$ cat config.mk
export PLATFORM = sky130hd
export DESIGN_NAME = csv_integer_record_parser_top
export DESIGN_NICKNAME = d
export VERILOG_FILES = /design/src/rtl/csvp_pkg.sv /design/src/rtl/csv_integer_record_parser_top.sv
export SDC_FILE = /design/constraint.sdc
export NUM_CORES = 1
export LEC_CHECK = 0
export BUFFER_PORTS_ARGS = -buffer_cell sky130_fd_sc_hd__buf_2
export CELL_PAD_IN_SITES_DETAIL_PLACEMENT = 0
export CELL_PAD_IN_SITES_GLOBAL_PLACEMENT = 2
export CORE_MARGIN = 5
export CORE_UTILIZATION = 41
export DETAILED_ROUTE_END_ITERATION = 8
export GPL_TIMING_DRIVEN = 1
export PLACE_DENSITY_LB_ADDON = 0.1
export RECOVER_POWER = 50
export SLEW_MARGIN = 20
export SYNTH_ARGS = -nofsm -noshare
export SYNTH_HDL_FRONTEND = slang
export SYNTH_SLANG_ARGS = --single-unit
$ cat constraint.sdc
create_clock -name clk -period 16.64 [get_ports clk]
set_input_delay 3.328 -clock clk [delete_from_list [all_inputs] [get_ports clk]]
set_output_delay 3.328 -clock clk [all_outputs]
set_load 0.02 [all_outputs]
$ cat src/rtl/csvp_pkg.sv
// Shared types and constants for the CSV integer record parser.
// No dependencies; imported by csv_integer_record_parser_top.
package csvp_pkg;

  localparam logic [7:0] CH_LF    = 8'h0A;
  localparam logic [7:0] CH_CR    = 8'h0D;
  localparam logic [7:0] CH_COMMA = 8'h2C;
  localparam logic [7:0] CH_SPACE = 8'h20;
  localparam logic [7:0] CH_TAB   = 8'h09;
  localparam logic [7:0] CH_VT    = 8'h0B;
  localparam logic [7:0] CH_FF    = 8'h0C;
  localparam logic [7:0] CH_PLUS  = 8'h2B;
  localparam logic [7:0] CH_MINUS = 8'h2D;
  localparam logic [7:0] CH_ZERO  = 8'h30;
  localparam logic [7:0] CH_X_LO  = 8'h78;
  localparam logic [7:0] CH_X_UP  = 8'h58;

  localparam int unsigned CFG_ADDR_BITS = 3;

  // Configuration register indexes, selected by paddr[2].
  localparam logic REG_CLAMP_MODE = 1'b0;
  localparam logic REG_MAX_FIELDS = 1'b1;

  typedef enum logic [1:0] {
    RX_DEC = 2'd0,
    RX_OCT = 2'd1,
    RX_HEX = 2'd2
  } radix_t;

  typedef enum logic [1:0] {
    PT_NONE     = 2'd0,
    PT_AFTER_LF = 2'd1,
    PT_AFTER_CR = 2'd2
  } pend_t;

  typedef struct packed {
    logic        empty_record;
    logic        record_end;
    logic        field_stored;
    logic [15:0] field_index;
    logic [63:0] field_value;
  } result_t;

endpackage

$ cat src/rtl/csv_integer_record_parser_top.sv
// CSV integer record parser: byte stream in, one converted field per result out.
// Depends on csvp_pkg for character codes, radix codes and the result type.
//
//   channel  | dir | payload
//   ---------+-----+-------------------------------------------------------------
//   s_*      | in  | tdata: char_byte[7:0]; tlast: end_of_text
//   m_*      | out | tdata: field_value[63:0], field_index[79:64];
//            |     | tlast: record_end; tuser: field_stored[0], empty_record[1]
//   APB      | cfg | 0x0 int_clamp_mode, 0x4 max_fields
//
// Each byte is parsed in the cycle it is accepted, so one item per cycle is sustained while s_tready is high.
// A result enters the output buffer at the end of the cycle that accepts the byte closing its field.
// Results pass through a two-entry output buffer; s_tready drops only when it is full.
// Reset is synchronous and returns the parser to the start of a record.
module csv_integer_record_parser_top
  import csvp_pkg::*;
#(
  parameter int unsigned FIELD_INDEX_BITS = 16
) (
  input  logic                     clk,
  input  logic                     rst,
  input  logic                     s_tvalid,
  output logic                     s_tready,
  input  logic [7:0]               s_tdata,   // char_byte[7:0]
  input  logic                     s_tlast,
  output logic                     m_tvalid,
  input  logic                     m_tready,
  output logic [79:0]              m_tdata,   // field_value[63:0], field_index[79:64]
  output logic                     m_tlast,
  output logic [1:0]               m_tuser,   // field_stored[0], empty_record[1]
  input  logic                     psel,
  input  logic                     penable,
  input  logic                     pwrite,
  input  logic [CFG_ADDR_BITS-1:0] paddr,
  input  logic [31:0]              pwdata,
  output logic [31:0]              prdata,
  output logic                     pready
);

  typedef enum logic [2:0] {
    PH_LEAD   = 3'd0,
    PH_SIGN   = 3'd1,
    PH_ZERO   = 3'd2,
    PH_X      = 3'd3,
    PH_DIGITS = 3'd4,
    PH_STOP   = 3'd5
  } phase_t;

  localparam logic [FIELD_INDEX_BITS-1:0] CNT_MAX = '1;

  logic                        int_clamp_mode;
  logic [15:0]                 max_fields;

  phase_t                      number_phase, number_phase_next;
  logic                        negative_sign, negative_sign_next;
  radix_t                      radix_select, radix_select_next;
  logic [63:0]                 magnitude, magnitude_next;
  logic                        overflowed, overflowed_next;
  logic [FIELD_INDEX_BITS-1:0] field_counter, field_counter_next;
  logic                        record_has_bytes, record_has_bytes_next;
  pend_t                       pending, pending_next;

  result_t                     ent0, ent1;
  logic [1:0]                  count;

  logic                        s_acc, m_acc, push;
  result_t                     res_new;

  // ---------------------------------------------------------------- config port
  assign pready = 1'b1;

  always_ff @(posedge clk) begin
    if (rst) begin
      int_clamp_mode <= 1'b0;
      max_fields     <= 16'hFFFF;
    end else if (psel && penable && pwrite) begin
      case (paddr[2])
        REG_CLAMP_MODE: int_clamp_mode <= pwdata[0];
        REG_MAX_FIELDS: max_fields     <= pwdata[15:0];
        default: ;
      endcase
    end
  end

  always_comb begin
    case (paddr[2])
      REG_CLAMP_MODE: prdata = {31'd0, int_clamp_mode};
      REG_MAX_FIELDS: prdata = {16'd0, max_fields};
      default:        prdata = '0;
    endcase
  end

  // ---------------------------------------------------------------- byte decode
  logic [7:0] c;
  logic       is_dec, is_hex, is_ws, is_sign;
  logic [3:0] dval;
  logic       lead_like;     // leading phase falling into the sign-phase rules
  logic       acc_en;
  logic [4:0] base;
  logic [67:0] prod;
  logic        field_last;
  logic        close_rec, emit_comma;
  logic [63:0] lim, sat;
  logic        cnt_lt;

  assign c = s_tdata;

  always_comb begin
    is_dec = (c >= 8'h30) && (c <= 8'h39);
    is_hex = is_dec || ((c >= 8'h61) && (c <= 8'h66)) || ((c >= 8'h41) && (c <= 8'h46));
    if (is_dec)              dval = 4'(c - 8'h30);
    else if (c >= 8'h61)     dval = 4'(c - 8'h57);
    else                     dval = 4'(c - 8'h37);
    is_ws   = (c == CH_SPACE) || (c == CH_TAB) || (c == CH_VT) || (c == CH_FF);
    is_sign = (c == CH_PLUS) || (c == CH_MINUS);
  end

  // Digit step: mag*base + d, overflow when the result leaves 64 bits.
  // The radix only changes while the magnitude is still zero, so the current one serves.
  always_comb begin
    case (radix_select)
      RX_HEX:  base = 5'd16;
      RX_OCT:  base = 5'd8;
      default: base = 5'd10;
    endcase
    case (radix_select)
      RX_HEX:  prod = {magnitude, 4'd0} + 68'(dval);
      RX_OCT:  prod = {1'b0, magnitude, 3'd0} + 68'(dval);
      default: prod = {1'b0, magnitude, 3'd0} + {3'd0, magnitude, 1'b0} + 68'(dval);
    endcase
  end

  // Field value with saturation or 32-bit clamping, from the current state.
  always_comb begin
    if (negative_sign) lim = int_clamp_mode ? 64'h0000_0000_8000_0000 : 64'h8000_0000_0000_0000;
    else               lim = int_clamp_mode ? 64'h0000_0000_7FFF_FFFF : 64'h7FFF_FFFF_FFFF_FFFF;
    sat    = (overflowed || (magnitude > lim)) ? lim : magnitude;
    cnt_lt = 32'(field_counter) < 32'(max_fields);
  end

  // ---------------------------------------------------------------- parse step
  always_comb begin
    number_phase_next     = number_phase;
    negative_sign_next    = negative_sign;
    radix_select_next     = radix_select;
    magnitude_next        = magnitude;
    overflowed_next       = overflowed;
    field_counter_next    = field_counter;
    record_has_bytes_next = record_has_bytes;
    pending_next          = pending;
    push                  = 1'b0;
    close_rec             = 1'b0;
    emit_comma            = 1'b0;
    acc_en                = 1'b0;
    lead_like             = 1'b0;
    field_last            = 1'b0;

    if (s_acc) begin
      pending_next = PT_NONE;
      if (s_tlast) begin
        close_rec = 1'b1;
      end else if ((c == CH_CR && pending == PT_AFTER_LF) ||
                   (c == CH_LF && pending == PT_AFTER_CR)) begin
        // Second byte of a line-ending pair is swallowed.
      end else if (c == CH_LF || c == CH_CR) begin
        close_rec    = 1'b1;
        pending_next = (c == CH_LF) ? PT_AFTER_LF : PT_AFTER_CR;
      end else begin
        record_has_bytes_next = 1'b1;
        if (c == CH_COMMA) begin
          emit_comma = 1'b1;
          if (field_counter != CNT_MAX) field_counter_next = field_counter + 1'b1;
        end else begin
          case (number_phase)
            PH_LEAD: begin
              if (is_sign) begin
                negative_sign_next = (c == CH_MINUS);
                number_phase_next  = PH_SIGN;
              end else if (!is_ws) begin
                lead_like = 1'b1;
              end
            end
            PH_SIGN:  lead_like = 1'b1;
            PH_ZERO: begin
              if (c == CH_X_LO || c == CH_X_UP) number_phase_next = PH_X;
              else if (is_dec && dval <= 4'd7) begin
                number_phase_next = PH_DIGITS;
                acc_en            = 1'b1;
              end else number_phase_next = PH_STOP;
            end
            PH_X: begin
              if (is_hex) begin
                number_phase_next = PH_DIGITS;
                radix_select_next = RX_HEX;
                acc_en            = 1'b1;
              end else number_phase_next = PH_STOP;
            end
            PH_DIGITS: begin
              if (is_hex && (5'(dval) < base)) acc_en = 1'b1;
              else number_phase_next = PH_STOP;
            end
            default: ;
          endcase
          if (lead_like) begin
            if (c == CH_ZERO) begin
              number_phase_next = PH_ZERO;
              radix_select_next = RX_OCT;
            end else if (is_dec) begin
              number_phase_next = PH_DIGITS;
              radix_select_next = RX_DEC;
              acc_en            = 1'b1;
            end else begin
              number_phase_next = PH_STOP;
            end
          end
          if (acc_en && !overflowed) begin
            if (prod[67:64] != 4'd0) overflowed_next = 1'b1;
            else                     magnitude_next  = prod[63:0];
          end
        end
      end

      if (close_rec || emit_comma) begin
        push               = 1'b1;
        number_phase_next  = PH_LEAD;
        negative_sign_next = 1'b0;
        radix_select_next  = RX_DEC;
        magnitude_next     = '0;
        overflowed_next    = 1'b0;
      end
      if (close_rec) begin
        field_counter_next    = '0;
        record_has_bytes_next = 1'b0;
      end
    end

    field_last = close_rec;
    if (close_rec && !record_has_bytes) begin
      res_new.field_value  = '0;
      res_new.field_index  = '0;
      res_new.field_stored = 1'b0;
      res_new.record_end   = 1'b1;
      res_new.empty_record = 1'b1;
    end else begin
      res_new.field_value  = negative_sign ? (64'd0 - sat) : sat;
      res_new.field_index  = 16'(field_counter);
      res_new.field_stored = cnt_lt;
      res_new.record_end   = field_last;
      res_new.empty_record = 1'b0;
    end
  end

  always_ff @(posedge clk) begin
    if (rst) begin
      number_phase     <= PH_LEAD;
      negative_sign    <= 1'b0;
      radix_select     <= RX_DEC;
      magnitude        <= '0;
      overflowed       <= 1'b0;
      field_counter    <= '0;
      record_has_bytes <= 1'b0;
      pending          <= PT_NONE;
    end else begin
      number_phase     <= number_phase_next;
      negative_sign    <= negative_sign_next;
      radix_select     <= radix_select_next;
      magnitude        <= magnitude_next;
      overflowed       <= overflowed_next;
      field_counter    <= field_counter_next;
      record_has_bytes <= record_has_bytes_next;
      pending          <= pending_next;
    end
  end

  // ---------------------------------------------------------------- output buffer
  assign s_tready = (count != 2'd2);
  assign m_tvalid = (count != 2'd0);
  assign s_acc    = s_tvalid && s_tready;
  assign m_acc    = m_tvalid && m_tready;

  assign m_tdata  = {ent0.field_index, ent0.field_value};
  assign m_tlast  = ent0.record_end;
  assign m_tuser  = {ent0.empty_record, ent0.field_stored};

  always_ff @(posedge clk) begin
    if (rst) begin
      count <= 2'd0;
    end else begin
      case ({push, m_acc})
        2'b11: begin
          if (count == 2'd1) ent0 <= res_new;
          else begin
            ent0 <= ent1;
            ent1 <= res_new;
          end
        end
        2'b01: begin
          ent0  <= ent1;
          count <= count - 2'd1;
        end
        2'b10: begin
          if (count == 2'd0) ent0 <= res_new;
          else               ent1 <= res_new;
          count <= count + 2'd1;
        end
        default: ;
      endcase
    end
  end

  // ---------------------------------------------------------------- assertions
  a_push_shows: assert property (@(posedge clk) disable iff (rst)
    push |=> m_tvalid)
    else $error("result pushed but no output valid");

  a_eot_clears: assert property (@(posedge clk) disable iff (rst)
    s_acc && s_tlast |=> !record_has_bytes && (field_counter == '0) && (pending == PT_NONE))
    else $error("end of text did not reset record state");

  a_empty_marker: assert property (@(posedge clk) disable iff (rst)
    m_tvalid && m_tuser[1] |-> m_tlast && !m_tuser[0] && (m_tdata == 80'd0))
    else $error("malformed empty record marker");

  a_no_overfill: assert property (@(posedge clk) disable iff (rst)
    count == 2'd2 |-> !push)
    else $error("output buffer overfilled");

  a_cnt_sat: assert property (@(posedge clk) disable iff (rst)
    field_counter == CNT_MAX |=> (field_counter == CNT_MAX) || (field_counter == '0))
    else $error("field counter wrapped");

endmodule
### Word level (Yosys, flattened, before mapping)

Cells that the tools add are included.

| operators by class | value |
|---|---|
| equality and inequality tests | 39 |
| add/subtract/negate cells | 11 |
| magnitude comparators | 10 |
| reductions and logical operators | 51 |
| bitwise gates (word level) | 2 |
| multiplexer cells | 110 |

Operators by type and width:

| kind | number |
|---|---|
| 64-bit 2-to-1 mux | 11 |
| 83-bit 2-to-1 mux | 5 |
| 83-bit case mux with 3 select lines | 1 |
| 83-bit case mux with 2 select lines | 1 |
| 68-bit by 4-bit adder with 68-bit output | 2 |
| 68-bit case mux with 2 select lines | 1 |
| 16-bit 2-to-1 mux | 6 |
| 67-bit by 4-bit adder with 68-bit output | 1 |
| 67-bit by 65-bit adder with 68-bit output | 1 |
| 64-bit > comparator | 1 |
| 32-bit case mux with 2 select lines | 1 |
| 1-bit by 64-bit subtractor with 64-bit output (first input constant) | 1 |
| 63-bit 2-to-1 mux | 1 |
| 1-bit 2-to-1 mux | 52 |
| 8-bit by 4-bit equality test with 1-bit output (second input constant) | 5 |
| 8-bit by 6-bit equality test with 1-bit output (second input constant) | 5 |
| 3-bit 2-to-1 mux | 10 |
| 2-bit 2-to-1 mux | 14 |
| 7-bit AND reduction | 3 |
| 2-bit nonzero test | 9 |
| 16-bit by 1-bit adder with 16-bit output (second input constant) | 1 |
| 8-bit by 7-bit equality test with 1-bit output (second input constant) | 2 |
| 8-bit by 7-bit greater-or-equal comparator with 1-bit output (second input constant) | 2 |
| 8-bit by 7-bit less-or-equal comparator with 1-bit output (second input constant) | 2 |
| other kinds (39) | 85 |

| storage, ports and cells | value |
|---|---|
| register bits | 275 |
| logic and storage cells | 244 |
| output and inout bits | 118 |

### Longest topological paths before layout

| logic depth | value |
|---|---|
| depth after elaboration | 25 |
| gate-level depth with buffers | 26 |
| depth with buffers taken out | 21 |

### Worst setup path after synthesis

OpenSTA, ideal clock, no wires.

| timing path | value |
|---|---|
| kind | input -> register |
| start | in s_tdata[1] |
| end | reg ent0 (netlist bit m_tdata[0]) (enable) |
| required time | 15993 ps |
| path buffers | 2 |
| setup slack | 4642 ps |
| arrival time | 11351 ps |
| library setup time | 647 ps |
| stages on the path | 11 |
| cell sequence | inv_1 ha_1 and4_1 or2_2 a211o_1 nand2_1 inv_1 ha_1 clkbuf_1 clkbuf_1 a211oi_1 |

| on the way | value |
|---|---|
| word-level cells in the longest chain between the ends | 12 |
| elaborated cells on any way between the ends | 25 |
| classes of those cells | eq/ne: 7; mux: 11; reduce/logical: 7 |

Ends and longest elaborated chain:

| what | line | RTL |
|---|---|---|
| start, declared | csv_integer_record_parser_top.sv:24 | `input logic [7:0] s_tdata,` |
| 8-bit by 6-bit equality test with 1-bit output, or another cell as far along | csv_integer_record_parser_top.sv:170 | `if (c == CH_COMMA) begin` |
| 1-bit 2-to-1 mux, or another cell as far along | csv_integer_record_parser_top.sv:170 |  |
| 1-bit 2-to-1 mux or 1-bit logical OR (tied branches) | csv_integer_record_parser_top.sv:165, csv_integer_record_parser_top.sv:162 |  |
| 1-bit 2-to-1 mux | csv_integer_record_parser_top.sv:162 | `end else if ((c == CH_CR && pending == PT_AFTER_LF) \|\|` |
| 1-bit 2-to-1 mux | csv_integer_record_parser_top.sv:160 | `if (s_tlast) begin` |
| 1-bit 2-to-1 mux | csv_integer_record_parser_top.sv:158 | `if (s_acc) begin` |
| 1-bit logical OR (*) | csv_integer_record_parser_top.sv:223 | `if (close_rec \|\| emit_comma) begin` |
| 1-bit 2-to-1 mux (*) | csv_integer_record_parser_top.sv:223 |  |
| 1-bit 2-to-1 mux (*) | csv_integer_record_parser_top.sv:158 |  |
| 2-bit equality test or 2-bit by 1-bit equality test with 1-bit output (tied branches) | csv_integer_record_parser_top.sv:289 | `case ({push, m_acc})` |
| 2-bit != test (no line) or 3-bit nonzero test (tied branches) | n/a |  |
| 3-bit AND reduction (no line) (*) | n/a |  |
| end signal, assigned | csv_integer_record_parser_top.sv:291 | `if (count == 2'd1) ent0 <= res_new;` |
| end signal, assigned | csv_integer_record_parser_top.sv:293 | `ent0 <= ent1;` |
| end signal, assigned | csv_integer_record_parser_top.sv:298 | `ent0 <= ent1;` |
| end, declared | csv_integer_record_parser_top.sv:63 | `result_t ent0, ent1;` |

Every way passes the cells marked *; elsewhere a longest branch is shown, timed or not. The select of a mux whose other input is x is not followed.
A chain may end at the register's enable or synchronous reset.

### Worst setup path after layout

| timing path | value |
|---|---|
| start | reg negative_sign |
| end | reg ent0 (netlist bit m_tdata[51]), data pin |

| on the way | value |
|---|---|
| word-level cells in the longest chain between the ends | 9 |
| elaborated cells on any way between the ends | 10 |
| classes of those cells | add/sub: 1; order compare: 1; mux: 7; reduce/logical: 1 |

Ends and longest elaborated chain:

| what | line | RTL |
|---|---|---|
| start, declared | csv_integer_record_parser_top.sv:55 | `logic negative_sign, negative_sign_next;` |
| start signal, assigned | csv_integer_record_parser_top.sv:265 | `negative_sign <= negative_sign_next;` |
| 64-bit 2-to-1 mux | csv_integer_record_parser_top.sv:135 | `if (negative_sign) lim = int_clamp_mode ? 64'h0000_0000_8000_0000 : 64'h8000_0000_0000_0000;` |
| 64-bit > comparator | csv_integer_record_parser_top.sv:137 | `sat = (overflowed \|\| (magnitude > lim)) ? lim : magnitude;` |
| 1-bit logical OR | csv_integer_record_parser_top.sv:137 |  |
| 64-bit 2-to-1 mux | csv_integer_record_parser_top.sv:137 |  |
| 1-bit by 64-bit subtractor with 64-bit output | csv_integer_record_parser_top.sv:245 | `res_new.field_value = negative_sign ? (64'd0 - sat) : sat;` |
| 64-bit 2-to-1 mux (*) | csv_integer_record_parser_top.sv:245 |  |
| 83-bit 2-to-1 mux (*) | csv_integer_record_parser_top.sv:238 | `if (close_rec && !record_has_bytes) begin` |
| 83-bit 2-to-1 mux (on tied branches) | csv_integer_record_parser_top.sv:302, csv_integer_record_parser_top.sv:291 |  |
| 83-bit case mux with 3 select lines (*) | csv_integer_record_parser_top.sv:289 |  |
| end signal, assigned | csv_integer_record_parser_top.sv:291 |  |
| end signal, assigned | csv_integer_record_parser_top.sv:293 |  |
| end signal, assigned | csv_integer_record_parser_top.sv:302 | `if (count == 2'd0) ent0 <= res_new;` |

Marks and branches as above.

==> out/results.tsv <==
stage	metric	value	unit
outcome	status	finished with violations	
outcome	failing checks	capacitance limit, slew limit	
setup_path	WP data arrival	12.50	ns
synth	Syn Inst Count	2931	
sta	final worst setup slack	4.30	ns
routing	vias per cell	6.20	
setup_path	Critical Path Start Type	flop	
routing	drt first pass iters	5	
synth	top cells by count, synth	a21oi_1, nor2_1, nand2_1, ha_1, clkbuf_1	
clocking	Worst-path clk slew	0.06	ns
clocking	Hold Buf Count CTS	0	
global_routing	gr usage total	0.256	
cells_and_area	Util after Layout	0.450	
die	die span in x	254	um
synth	yosys warns	0	
sta	setup violators final	0	
clocking	CTS tree	done	
die	die area	64300	um^2
sta	RSZ-0062 raised after global routing	no	
placement	IO buf count	133	
placement	post-place setup slack	6.74	ns
clocking	# Post-CTS Setup Buffers	0	
synth	Yosys cell types	105	
synth	part of the Yosys area used for sequential elements	0.294	
cells_and_area	FILL cells	5922	
setup_path	Worst Setup Path Type	flop to flop	
cells_and_area	area of the multi-input gates	15900	um^2
pwr	P per Cell Area	88.2	nW/um^2
placement	HPWL after DPL	63100	um
synth	Area contributors post-synth	edfxtp_1, ha_1, dfxtp_1, a21oi_1, nor2_1	
die	Initial Util	0.413	
cells_and_area	Reg area	7170	um^2
cells_and_area	Area Growth Syn to Fin	8.83	%
sta	Slew Viols, Final	534	
sta	final setup TNS	0	ns
sta	Fin Clk Skew	0.0299	ns
die	Top Ports	169	
synth	Synth Cell Area	24300	um^2
sta	worst slew pin tran	4.49	ns
global_routing	grt ovf	0	
clocking	Post-CTS Resized	0	
setup_path	CP required	16.81	ns
clocking	Clock Latency Late Sink	0.56	ns
synth	average size of a mapped cell	8.30	um^2
die	Std-Cell Rows	89	
sta	Fin Hold WS	0.450	ns
sta	max frequency	81.1	MHz
global_routing	initial antenna violation count	2	
pwr	peak supply drop	0.137	mV
global_routing	maximum number of pins on one net before global-route repair	102	
synth	post-synth top area cell	edfxtp_1	
routing	Routed WL	86500	um
die	core area	58900	um^2
sta	final hold violation count	0	
min_path	HP Class	flop to flop	
synth	top_reg_cell synth	edfxtp_1	
job	Max Cap Viol	11	
sta	min Tclk post-route	12.34	ns
synth	Async SR Flop Fraction	0	
clocking	deepest clock path buffer count	3	
synth	EDFF count, synth	166	
setup_path	worst-path maximum fanout	51	
clocking	CTS Buf Count	35	
routing	DRC viols	0	
routing	wire length per cell	23.1	um
clocking	Root Driver	clkbuf_16	
synth	top cell type's share of synthesized area	0.205	
sta	relative slew slack	-2.00	
pwr	Leak	0.0107	uW
placement	GP Congestion	0.877	
setup_path	critical path capture point type	flop	
synth	most common cell in the netlist	a21oi_1	
routing	drt initial violations	1843	
die	Die H	254	um
routing	detailed-route via count	23200	
clocking	clock sink count	275	
global_routing	first-pass GRT wire length	131000	um
cells_and_area	Post-layout nets	3222	
sta	crit share post-route	0.741	
synth	FF+latch count, synth	275	
clocking	H-Tree Depth	2	
routing	Antenna Nets Post-Route	0	
cells_and_area	layout cell share with drive strength beyond 1	0.0745	
global_routing	number of global-route vias before repair	21900	
per-layer routing:
layer | up-vias | global-route usage | share of wire
met5 | - | 0 | 0.0015
met4 | 4 | 0.0612 | 0.023
met3 | 119 | 0.0473 | 0.063
met2 | 707 | 0.414 | 0.46
met1 | 11300 | 0.356 | 0.45
li1 | 11100 | - | -
final timing paths:
kind	start	to	slack (ns)	cells after the start
worst max-delay path	negative_sign	m_tdata[51]	4.30	19
worst min-delay path	record_has_bytes	record_has_bytes	0.45	2
worst max register to register	negative_sign	m_tdata[51]	4.30	19
worst min register to register	record_has_bytes	record_has_bytes	0.45	2
final cells by class:
type / count / share of cell area
sequential: 275 / 0.271
multi-input combinational: 2342 / 0.601
clock inverter: 22 / 0.00671
timing repair buffer: 200 / 0.0382
antenna: 1 / 0.0000945
inverter: 87 / 0.0123
clock buffer: 41 / 0.0347
tap: 773 / 0.0365
stage by stage:
step	cell area (um^2)	power, uW	instances
4_1_cts	26700	2360	3740
3_3_place_gp	25600	1610	3677
5_1_grt	26500	2450	3741
3_5_place_dp	25600	1620	3677
2_1_floorplan	24400	1410	2946
6_report	26500	2340	3741
power breakdown:
part           switching, uW  total [uW]  internal (uW)
sequential              32.3         889            856
combinational            499         709            210
clock                    323         738            416
total                    854        2340           1480
critical path, cell delays in order, from the launching register on:
cell and delay [ns]:
dfxtp_1 1.64, inv_1 0.84, clkbuf_1 0.58, ha_1 0.43, inv_1 0.38, clkbuf_1 0.90, ha_1 0.28, and4_1 0.27
nand4_1 0.17, nor4_1 0.64, nand3_1 0.19, nor2_1 0.40, a21o_2 0.15, clkbuf_1 1.40, clkbuf_1 1.66, nor2_1 0.78
o22ai_1 0.35, o21ai_0 0.20, xnor2_1 0.45, a221oi_1 0.17
registers in the layout, indices dropped and copies added (netlist names):
signal,flops
number_phase,3
negative_sign,1
max_fields,16
overflowed,1
magnitude,64
count,2
m_tlast,1
pending,2
radix_select,2
ent1,83
record_has_bytes,1
int_clamp_mode,1
m_tuser,2
m_tdata,80
field_counter,16
logic make-up after synthesis:
logic type / after synthesis / share of synthesized area
AOI/OAI and AO/OA: 979 / 0.274
xor gates and xnor gates: 129 / 0.0464
adders and majority gates: 230 / 0.119
buffers and inverters: 329 / 0.0562
DFF: 275 / 0.294
muxes: 62 / 0.0257
other: 2 / 0.000309
and+or+nand+nor: 925 / 0.184
cells in the final DEF, fill, tap and decap left out, types with 21 or more instances in the layout:
cell | synthesis | routed
xor2_1 | 42 | 42
a21oi_1 | 301 | 301
edfxtp_1 | 166 | 166
nor3_1 | 76 | 75
or3_1 | 36 | 36
nand2b_1 | 23 | 23
and3_1 | 29 | 29
clkbuf_16 | 0 | 35
a31oi_1 | 41 | 41
a211o_1 | 26 | 25
buf_2 | 22 | 44
nand3_1 | 72 | 72
o2bb2ai_1 | 26 | 26
nand2_1 | 244 | 244
inv_1 | 85 | 85
ha_1 | 229 | 225
a21o_1 | 38 | 37
a221oi_1 | 88 | 88
o21a_1 | 22 | 22
and2_1 | 38 | 21
nor2_1 | 254 | 254
dfxtp_1 | 109 | 109
xnor2_1 | 87 | 87
clkbuf_1 | 177 | 105
buf_4 | 22 | 55
mux2i_1 | 59 | 59
a211oi_1 | 57 | 56
o21ai_0 | 159 | 161
nand4_1 | 47 | 47
(Power assumes the default switching activity.)
